<file path="config.mk">
export PLATFORM = sky130hd
export DESIGN_NAME = ipv4_header_receive_filter
export DESIGN_NICKNAME = d
export VERILOG_FILES = /design/src/rtl/core/ipvhf_pkg.sv /design/src/rtl/core/ipv4_header_receive_filter.sv /design/src/rtl/core/ipvhf_accum.sv /design/src/rtl/core/ipvhf_judge.sv
export SDC_FILE = /design/constraint.sdc
export NUM_CORES = 1
export LEC_CHECK = 0
export ABC_AREA = 0
export BUFFER_PORTS_ARGS = -buffer_cell sky130_fd_sc_hd__buf_4
export CAP_MARGIN = 25
export CORE_ASPECT_RATIO = 1.75
export CORE_MARGIN = 2
export CORE_UTILIZATION = 55
export DETAILED_ROUTE_END_ITERATION = 7
export PLACE_DENSITY = 0.81
export RECOVER_POWER = 50
export SETUP_SLACK_MARGIN = 0.4
export SLEW_MARGIN = 20
export SYNTH_ARGS = -nofsm -noshare
export SYNTH_HDL_FRONTEND = slang
export SYNTH_SLANG_ARGS = --single-unit
</file>
<file path="constraint.sdc">
create_clock -name clk_i -period 8.75 [get_ports clk_i]
set_clock_uncertainty 0.2 [all_clocks]
set_input_delay 1.75 -clock clk_i [delete_from_list [all_inputs] [get_ports clk_i]]
set_output_delay 1.75 -clock clk_i [all_outputs]
set_load 0.01 [all_outputs]
</file>
<file path="src/rtl/core/ipvhf_pkg.sv">
`default_nettype none

package ipvhf_pkg;

  // field offsets within the ipv4 header
  localparam logic [15:0] OffVerIhl   = 16'd0;
  localparam logic [15:0] OffTotHi    = 16'd2;
  localparam logic [15:0] OffTotLo    = 16'd3;
  localparam logic [15:0] OffFragHi   = 16'd6;
  localparam logic [15:0] OffFragLo   = 16'd7;
  localparam logic [15:0] OffDestFrst = 16'd16;
  localparam logic [15:0] OffDestLast = 16'd19;
  localparam logic [15:0] MinHdrBytes = 16'd20;

  localparam logic [3:0]  Ipv4Version = 4'd4;
  localparam logic [15:0] MfFlag      = 16'h2000;
  localparam logic [15:0] OffsetMask  = 16'h1fff;
  localparam logic [31:0] AllOnesAddr = 32'hffff_ffff;
  localparam logic [15:0] SumGood     = 16'hffff;

  typedef enum logic [1:0] {
    CfgIfacePresent = 2'd0,
    CfgLocalAddr    = 2'd1,
    CfgBcastAddr    = 2'd2
  } cfg_index_e;

  typedef enum logic [3:0] {
    VerdictAccept    = 4'd0,
    VerdictShort     = 4'd1,
    VerdictVersion   = 4'd2,
    VerdictHdrLen    = 4'd3,
    VerdictChecksum  = 4'd4,
    VerdictTotLen    = 4'd5,
    VerdictFragment  = 4'd6,
    VerdictNoIface   = 4'd7,
    VerdictOtherHost = 4'd8
  } verdict_e;

  // everything captured from one packet, handed to the verdict stage
  typedef struct packed {
    logic [15:0] count;
    logic [15:0] sum;
    logic [3:0]  version;
    logic [3:0]  ihl;
    logic [15:0] total;
    logic [15:0] frag;
    logic [31:0] dest;
  } pkt_sum_t;

  // interface configuration seen by the verdict stage
  typedef struct packed {
    logic        iface_present;
    logic [31:0] local_addr;
    logic [31:0] bcast_addr;
  } iface_cfg_t;

endpackage

`default_nettype wire

</file>
<file path="src/rtl/core/ipv4_header_receive_filter.sv">
// ipv4 receive header filter
// in channel: one packet byte per request (packet_byte_i, last_byte_i), valid/ready.
// while in_ready_o is high each byte is taken as it is offered, so a packet streams in at
// one byte per clock. the header fields, byte count and ones'-complement header sum
// are updated as each byte arrives.
// out channel: exactly one result per packet, produced by the request that
// carries last_byte_i: verdict, header length in bytes, total length field
// and received byte count (saturating at 65535).
// the result is registered first in the capture stage and then in the verdict
// register before it is presented.
// throughput: one byte per cycle, including back-to-back packets, while the output is not stalled.
// stall: with out_ready_i low the result is held; one more packet can finish
// into the capture stage, after which in_ready_o drops until the result leaves.
// config channel: index 0 interface present, 1 local address, 2 broadcast
// address; always ready; to be written only while the filter is idle, which the block does not enforce.
// reset: all configuration and per-packet state clear, no result pending.
`default_nettype none

module ipv4_header_receive_filter (
  input  wire logic        clk_i,
  input  wire logic        rst_ni,
  input  wire logic        cfg_valid_i,
  output logic             cfg_ready_o,
  input  wire logic [1:0]  cfg_index_i,
  input  wire logic [31:0] cfg_data_i,
  input  wire logic        in_valid_i,
  output logic             in_ready_o,
  input  wire logic [7:0]  packet_byte_i,
  input  wire logic        last_byte_i,
  output logic             out_valid_o,
  input  wire logic        out_ready_i,
  output logic [3:0]       verdict_o,
  output logic [5:0]       header_bytes_o,
  output logic [15:0]      total_length_o,
  output logic [15:0]      received_length_o
);
  import ipvhf_pkg::*;

  iface_cfg_t cfg_q;
  logic       sum_valid;
  logic       sum_ready;
  pkt_sum_t   pkt_sum;

  assign cfg_ready_o = 1'b1;

  always_ff @(posedge clk_i or negedge rst_ni) begin
    if (!rst_ni) begin
      cfg_q <= '0;
    end else if (cfg_valid_i) begin
      unique case (cfg_index_i)
        CfgIfacePresent: cfg_q.iface_present <= cfg_data_i[0];
        CfgLocalAddr:    cfg_q.local_addr    <= cfg_data_i;
        CfgBcastAddr:    cfg_q.bcast_addr    <= cfg_data_i;
        default: ;
      endcase
    end
  end

  ipvhf_accum u_accum (
    .clk_i         (clk_i),
    .rst_ni        (rst_ni),
    .in_valid_i    (in_valid_i),
    .in_ready_o    (in_ready_o),
    .packet_byte_i (packet_byte_i),
    .last_byte_i   (last_byte_i),
    .sum_valid_o   (sum_valid),
    .sum_ready_i   (sum_ready),
    .sum_o         (pkt_sum)
  );

  ipvhf_judge u_judge (
    .clk_i             (clk_i),
    .rst_ni            (rst_ni),
    .cfg_i             (cfg_q),
    .sum_valid_i       (sum_valid),
    .sum_ready_o       (sum_ready),
    .sum_i             (pkt_sum),
    .out_valid_o       (out_valid_o),
    .out_ready_i       (out_ready_i),
    .verdict_o         (verdict_o),
    .header_bytes_o    (header_bytes_o),
    .total_length_o    (total_length_o),
    .received_length_o (received_length_o)
  );

endmodule

`default_nettype wire

</file>
<file path="src/rtl/core/ipvhf_accum.sv">
`default_nettype none

module ipvhf_accum (
  input  wire logic              clk_i,
  input  wire logic              rst_ni,
  input  wire logic              in_valid_i,
  output logic                   in_ready_o,
  input  wire logic [7:0]        packet_byte_i,
  input  wire logic              last_byte_i,
  output logic                   sum_valid_o,
  input  wire logic              sum_ready_i,
  output ipvhf_pkg::pkt_sum_t    sum_o
);
  import ipvhf_pkg::*;

  logic [15:0] count_q, count_d;
  logic [15:0] acc_q, acc_d;
  logic [7:0]  hold_q, hold_d;
  logic [3:0]  version_q, version_d;
  logic [3:0]  ihl_q, ihl_d;
  logic [15:0] total_q, total_d;
  logic [15:0] frag_q, frag_d;
  logic [31:0] dest_q, dest_d;

  logic        sum_valid_q;
  pkt_sum_t    sum_q;

  logic        accept;
  logic [5:0]  hdr_bytes;
  logic [16:0] add_raw;
  logic [15:0] add_fold;

  assign in_ready_o = !sum_valid_q || sum_ready_i;
  assign accept     = in_valid_i && in_ready_o;

  assign add_raw  = {1'b0, acc_q} + {1'b0, hold_q, packet_byte_i};
  assign add_fold = add_raw[15:0] + {15'd0, add_raw[16]};

  always_comb begin
    version_d = version_q;
    ihl_d     = ihl_q;
    total_d   = total_q;
    frag_d    = frag_q;
    dest_d    = dest_q;
    hold_d    = hold_q;
    acc_d     = acc_q;

    if (count_q == OffVerIhl) begin
      version_d = packet_byte_i[7:4];
      ihl_d     = packet_byte_i[3:0];
    end else if (count_q == OffTotHi) begin
      total_d = {packet_byte_i, 8'h00};
    end else if (count_q == OffTotLo) begin
      total_d = {total_q[15:8], packet_byte_i};
    end else if (count_q == OffFragHi) begin
      frag_d = {packet_byte_i, 8'h00};
    end else if (count_q == OffFragLo) begin
      frag_d = {frag_q[15:8], packet_byte_i};
    end else if (count_q >= OffDestFrst && count_q <= OffDestLast) begin
      dest_d = {dest_q[23:0], packet_byte_i};
    end

    // header length takes effect from the very first byte
    hdr_bytes = {ihl_d, 2'b00};
    if (count_q < {10'd0, hdr_bytes}) begin
      if (!count_q[0]) begin
        hold_d = packet_byte_i;
      end else begin
        acc_d = add_fold;
      end
    end

    count_d = (count_q != '1) ? count_q + 16'd1 : count_q;
  end

  always_ff @(posedge clk_i or negedge rst_ni) begin
    if (!rst_ni) begin
      count_q   <= '0;
      acc_q     <= '0;
      hold_q    <= '0;
      version_q <= '0;
      ihl_q     <= '0;
      total_q   <= '0;
      frag_q    <= '0;
      dest_q    <= '0;
    end else if (accept) begin
      if (last_byte_i) begin
        count_q   <= '0;
        acc_q     <= '0;
        hold_q    <= '0;
        version_q <= '0;
        ihl_q     <= '0;
        total_q   <= '0;
        frag_q    <= '0;
        dest_q    <= '0;
      end else begin
        count_q   <= count_d;
        acc_q     <= acc_d;
        hold_q    <= hold_d;
        version_q <= version_d;
        ihl_q     <= ihl_d;
        total_q   <= total_d;
        frag_q    <= frag_d;
        dest_q    <= dest_d;
      end
    end
  end

  always_ff @(posedge clk_i or negedge rst_ni) begin
    if (!rst_ni) begin
      sum_valid_q <= 1'b0;
    end else if (accept && last_byte_i) begin
      sum_valid_q <= 1'b1;
    end else if (sum_ready_i) begin
      sum_valid_q <= 1'b0;
    end
  end

  always_ff @(posedge clk_i) begin
    if (accept && last_byte_i) begin
      sum_q.count   <= count_d;
      sum_q.sum     <= acc_d;
      sum_q.version <= version_d;
      sum_q.ihl     <= ihl_d;
      sum_q.total   <= total_d;
      sum_q.frag    <= frag_d;
      sum_q.dest    <= dest_d;
    end
  end

  assign sum_valid_o = sum_valid_q;
  assign sum_o       = sum_q;

  // per-packet state starts over after the last byte
  a_clear_after_last: assert property (@(posedge clk_i) disable iff (!rst_ni)
    accept && last_byte_i |=> count_q == '0 && acc_q == '0 && dest_q == '0)
    else $error("packet state not cleared after last byte");

  a_count_step: assert property (@(posedge clk_i) disable iff (!rst_ni)
    accept && !last_byte_i && count_q != '1 |=> count_q == $past(count_q) + 16'd1)
    else $error("byte count did not advance");

  a_sum_held: assert property (@(posedge clk_i) disable iff (!rst_ni)
    sum_valid_q && !sum_ready_i |=> sum_valid_q && $stable(sum_q))
    else $error("packet summary lost while stalled");

endmodule

`default_nettype wire

</file>
<file path="src/rtl/core/ipvhf_judge.sv">
`default_nettype none

module ipvhf_judge (
  input  wire logic                 clk_i,
  input  wire logic                 rst_ni,
  input  wire ipvhf_pkg::iface_cfg_t cfg_i,
  input  wire logic                 sum_valid_i,
  output logic                      sum_ready_o,
  input  wire ipvhf_pkg::pkt_sum_t  sum_i,
  output logic                      out_valid_o,
  input  wire logic                 out_ready_i,
  output logic [3:0]                verdict_o,
  output logic [5:0]                header_bytes_o,
  output logic [15:0]               total_length_o,
  output logic [15:0]               received_length_o
);
  import ipvhf_pkg::*;

  verdict_e    verdict_d, verdict_q;
  logic [5:0]  hdr_bytes;
  logic [5:0]  hdr_q;
  logic [15:0] total_q;
  logic [15:0] count_q;
  logic        out_valid_q;
  logic        load;

  assign hdr_bytes   = {sum_i.ihl, 2'b00};
  assign sum_ready_o = !out_valid_q || out_ready_i;
  assign load        = sum_valid_i && sum_ready_o;

  // first failing check wins
  always_comb begin
    if (sum_i.count < MinHdrBytes) begin
      verdict_d = VerdictShort;
    end else if (sum_i.version != Ipv4Version) begin
      verdict_d = VerdictVersion;
    end else if (sum_i.count < {10'd0, hdr_bytes}) begin
      verdict_d = VerdictHdrLen;
    end else if (sum_i.sum != SumGood) begin
      verdict_d = VerdictChecksum;
    end else if (sum_i.count < sum_i.total) begin
      verdict_d = VerdictTotLen;
    end else if ((sum_i.frag & (MfFlag | OffsetMask)) != '0) begin
      verdict_d = VerdictFragment;
    end else if (!cfg_i.iface_present) begin
      verdict_d = VerdictNoIface;
    end else if (sum_i.dest != cfg_i.local_addr && sum_i.dest != cfg_i.bcast_addr &&
                 sum_i.dest != AllOnesAddr) begin
      verdict_d = VerdictOtherHost;
    end else begin
      verdict_d = VerdictAccept;
    end
  end

  always_ff @(posedge clk_i or negedge rst_ni) begin
    if (!rst_ni) begin
      out_valid_q <= 1'b0;
    end else if (load) begin
      out_valid_q <= 1'b1;
    end else if (out_ready_i) begin
      out_valid_q <= 1'b0;
    end
  end

  always_ff @(posedge clk_i) begin
    if (load) begin
      verdict_q <= verdict_d;
      hdr_q     <= hdr_bytes;
      total_q   <= sum_i.total;
      count_q   <= sum_i.count;
    end
  end

  assign out_valid_o       = out_valid_q;
  assign verdict_o         = verdict_q;
  assign header_bytes_o    = hdr_q;
  assign total_length_o    = total_q;
  assign received_length_o = count_q;

endmodule

`default_nettype wire
</file>
==> impl_metrics.toml <==
[outcome]
status = "finished with violations"
violations = "max-capacitance violations, max-slew violations"

[worst_hold_path]
hold_path_class = "register to register"

[logic_synthesis]
synthArstFlopShare = 0.555
synth.avg_cell_area_um2 = 13.1
synth_compound_area_frac = 0.105
synthSimpleGateAreaFrac = 0.0874
synthMuxAreaShare = 0.103
synth_seq_cells = 319
synth-xor-area-share = 0.0594
synth_area_mm2 = 0.0149
synth_top_family_by_area = "compound AO/OA/AOI/OAI gates"
ys.flop_type = "dfrtp_1"
yosysWarnings = 0
synthCells = 1138
yosysSeqAreaShare = 0.584
yosysUniqueCellTypes = 60
synth_fa_ha_area_frac = 0.0367
synth_edf_count = 142

[global_routing]
grt_pass1_wl_um = 54400
grt_max_degree = 106
grtUsageTotal = 0.244
first_global_vias = 10008
grt.overflow.total = 0
antenna_found_initial = 1

[detailed_routing]
vias = 9767
wl_per_cell_um = 22.0
viasPerCell = 6.24
drt-total-wl_um = 34400
ant_nets = 0
post-route-drc-count = 0
drt-initial-drc-count = 681
first_pass_iters = 6

[timing]
fin_crit_sh = 0.648
rsz0062_at_grt = "no"
worst_pin_slew_ps = 3110
fin_crit_ps = 5670
fmax_mhz = 176
setup_tns_ps = 0
finalHoldViolCount = 0
slew_violations = 167
setup_viol = 0
slew_headroom = -1.08
timing.hold.ws_ps = 243

[pwr]
powerDensity_mw_per_mm2 = 228
fin_total_pwr_mw = 3.85
leakage_nw = 7.14
vdd_drop_max_mv = 0.162

[floorplanning]
start_util = 0.560
rows = 79
die_y_um = 222
die-area_mm2 = 0.0284
fp.dieW_um = 128
core_area_mm2 = 0.0266
pin_count = 93

[clock_tree]
holdBufCountCts = 0
htreeDepth = 1
ctsResizeCount = 0
cts_tree = "yes"
ctsLongestPathBuffers = 3
clock_sinks = 319
cts_root_buf = "clkbuf_16"
postCtsSetupRepairBufs = 0
clk_latency_ps = 550
clk_pin_slew_worst_paths_ps = 70
cts_buffers = 28

[layout]
final_common_cell = "dfrtp_1"
n_antenna_cell = 0
layout_common_cells = "dfrtp_1, edfxtp_1, mux2_2, buf_4, a22o_1"
nFillCells = 1960
area_growth_pct = 13.2
instances_no_fill = 1564
final_nets = 1309
drive_gt1_frac = 0.223

[setup_path]
worst_ep_required_time_ps = 8510
critPathKind = "primary input to async pin"
startpoint_type = "primary input"
path_max_fanout = 105
worst_setup_path_end_kind = "async pin"
crit_arrival_ps = 5430

[place]
io_buffers = 89
dpl.cell_count = 1508
routabilityCongestion = 0.936
hpwl_um = 23400

[job]
drv_cap = 4
-- sequential cells by signal (all words and copies together), names as in the netlist, 8 cells and up --
signal	flops
u_accum.sum_o	102
u_accum.dest_q	32
u_accum.hold_q	8
u_judge.received_length_o	16
u_accum.count_q	16
u_accum.total_q	16
u_accum.frag_q	14
cfg_q	65
u_judge.total_length_o	16
u_accum.acc_q	16
-- kinds of logic (layout without fill, tap and decap cells) --
group,after synthesis,in the layout
compound gates,215,215
flops,319,319
fa+ha+maj,43,43
simple gates,238,238
other cells,2,3
buf+inv,81,182
xor+xnor,101,101
mux,139,139
-- final cells by class --
class / count / area (um^2) / share of cell area
Inverter: 30 / 113 / 0.00668
Sequential cell: 319 / 8690 / 0.516
Tap cell: 324 / 405 / 0.0241
Timing Repair Buffer: 100 / 753 / 0.0447
Clock buffer: 34 / 764 / 0.0454
Multi-Input combinational cell: 739 / 5860 / 0.348
Clock inverter: 18 / 256 / 0.0152
-- path summary, 6_finish.rpt --
check	startpoint	endpoint	slack, ps	cells past startpoint
worst min register to register	u_accum.sum_o[88]$_DFFE_PP_	u_judge.received_length_o[0]$_DFFE_PP_	240	0
max in group clk_i	packet_byte_i[5]	u_accum.acc_q[10]$_DFFE_PN0P_	3310	19
worst max-delay path	rst_ni	cfg_q[55]$_DFFE_PN0P_	3080	3
min in group asynchronous	rst_ni	u_accum.count_q[7]$_DFFE_PN0P_	1080	1
worst min-delay path	u_accum.sum_o[88]$_DFFE_PP_	u_judge.received_length_o[0]$_DFFE_PP_	240	0
worst max register to register	u_accum.count_q[0]$_DFFE_PN0P_	u_accum.acc_q[2]$_DFFE_PN0P_	4110	12
-- worst max-delay path: stages --
cell      delay [ps]
clkbuf_8         600
clkbuf_1         680
clkbuf_1        2250
-- cell usage after synthesis (24+ instances only) --
master | instances | area, um^2
a22o_1 | 87 | 762
nor4_1 | 26 | 163
mux2_2 | 118 | 1330
nand4_1 | 24 | 150
dfrtp_1 | 177 | 4430
edfxtp_1 | 142 | 4260
a21oi_1 | 27 | 135
nand2_1 | 64 | 240
ha_1 | 42 | 526
clkbuf_1 | 32 | 120
inv_1 | 30 | 113
nor2_1 | 38 | 143
xnor2_1 | 25 | 219
o21ai_0 | 40 | 200
xor2_1 | 76 | 666
-- per-layer routing --
| layer | up-vias | routed length, um | share of wire | track usage |
|---|---|---|---|---|
| met1 | 4908 | 13000 | 0.38 | 0.295 |
| li1 | 4395 | - | - | - |
| met4 | 0 | 1890 | 0.055 | 0.122 |
| met5 | - | 0 | 0 | 0 |
| met2 | 368 | 18000 | 0.52 | 0.432 |
| met3 | 96 | 1530 | 0.044 | 0.0210 |
-- report_power, final --
part           switching, mW  leakage [nW]  total [mW]  internal (mW)
Sequential             0.106          3.67        1.83           1.73
Combinational          0.381          2.98       0.657          0.277
Clock                  0.555         0.496        1.36          0.803
-- metrics by stage --
| stage | setup slack (ps) | instance area [um^2] | util |
|---|---|---|---|
| detailed placement | 2800 | 15800 | 0.595 |
| floorplan | 1200 | 14900 | - |
| finish | 3080 | 16800 | 0.634 |
| CTS | 3320 | 16800 | 0.633 |
| global route | 2120 | 16800 | 0.634 |
| global placement | 2870 | 15800 | 0.595 |
No activity file was read; power rests on OpenSTA's default activity.
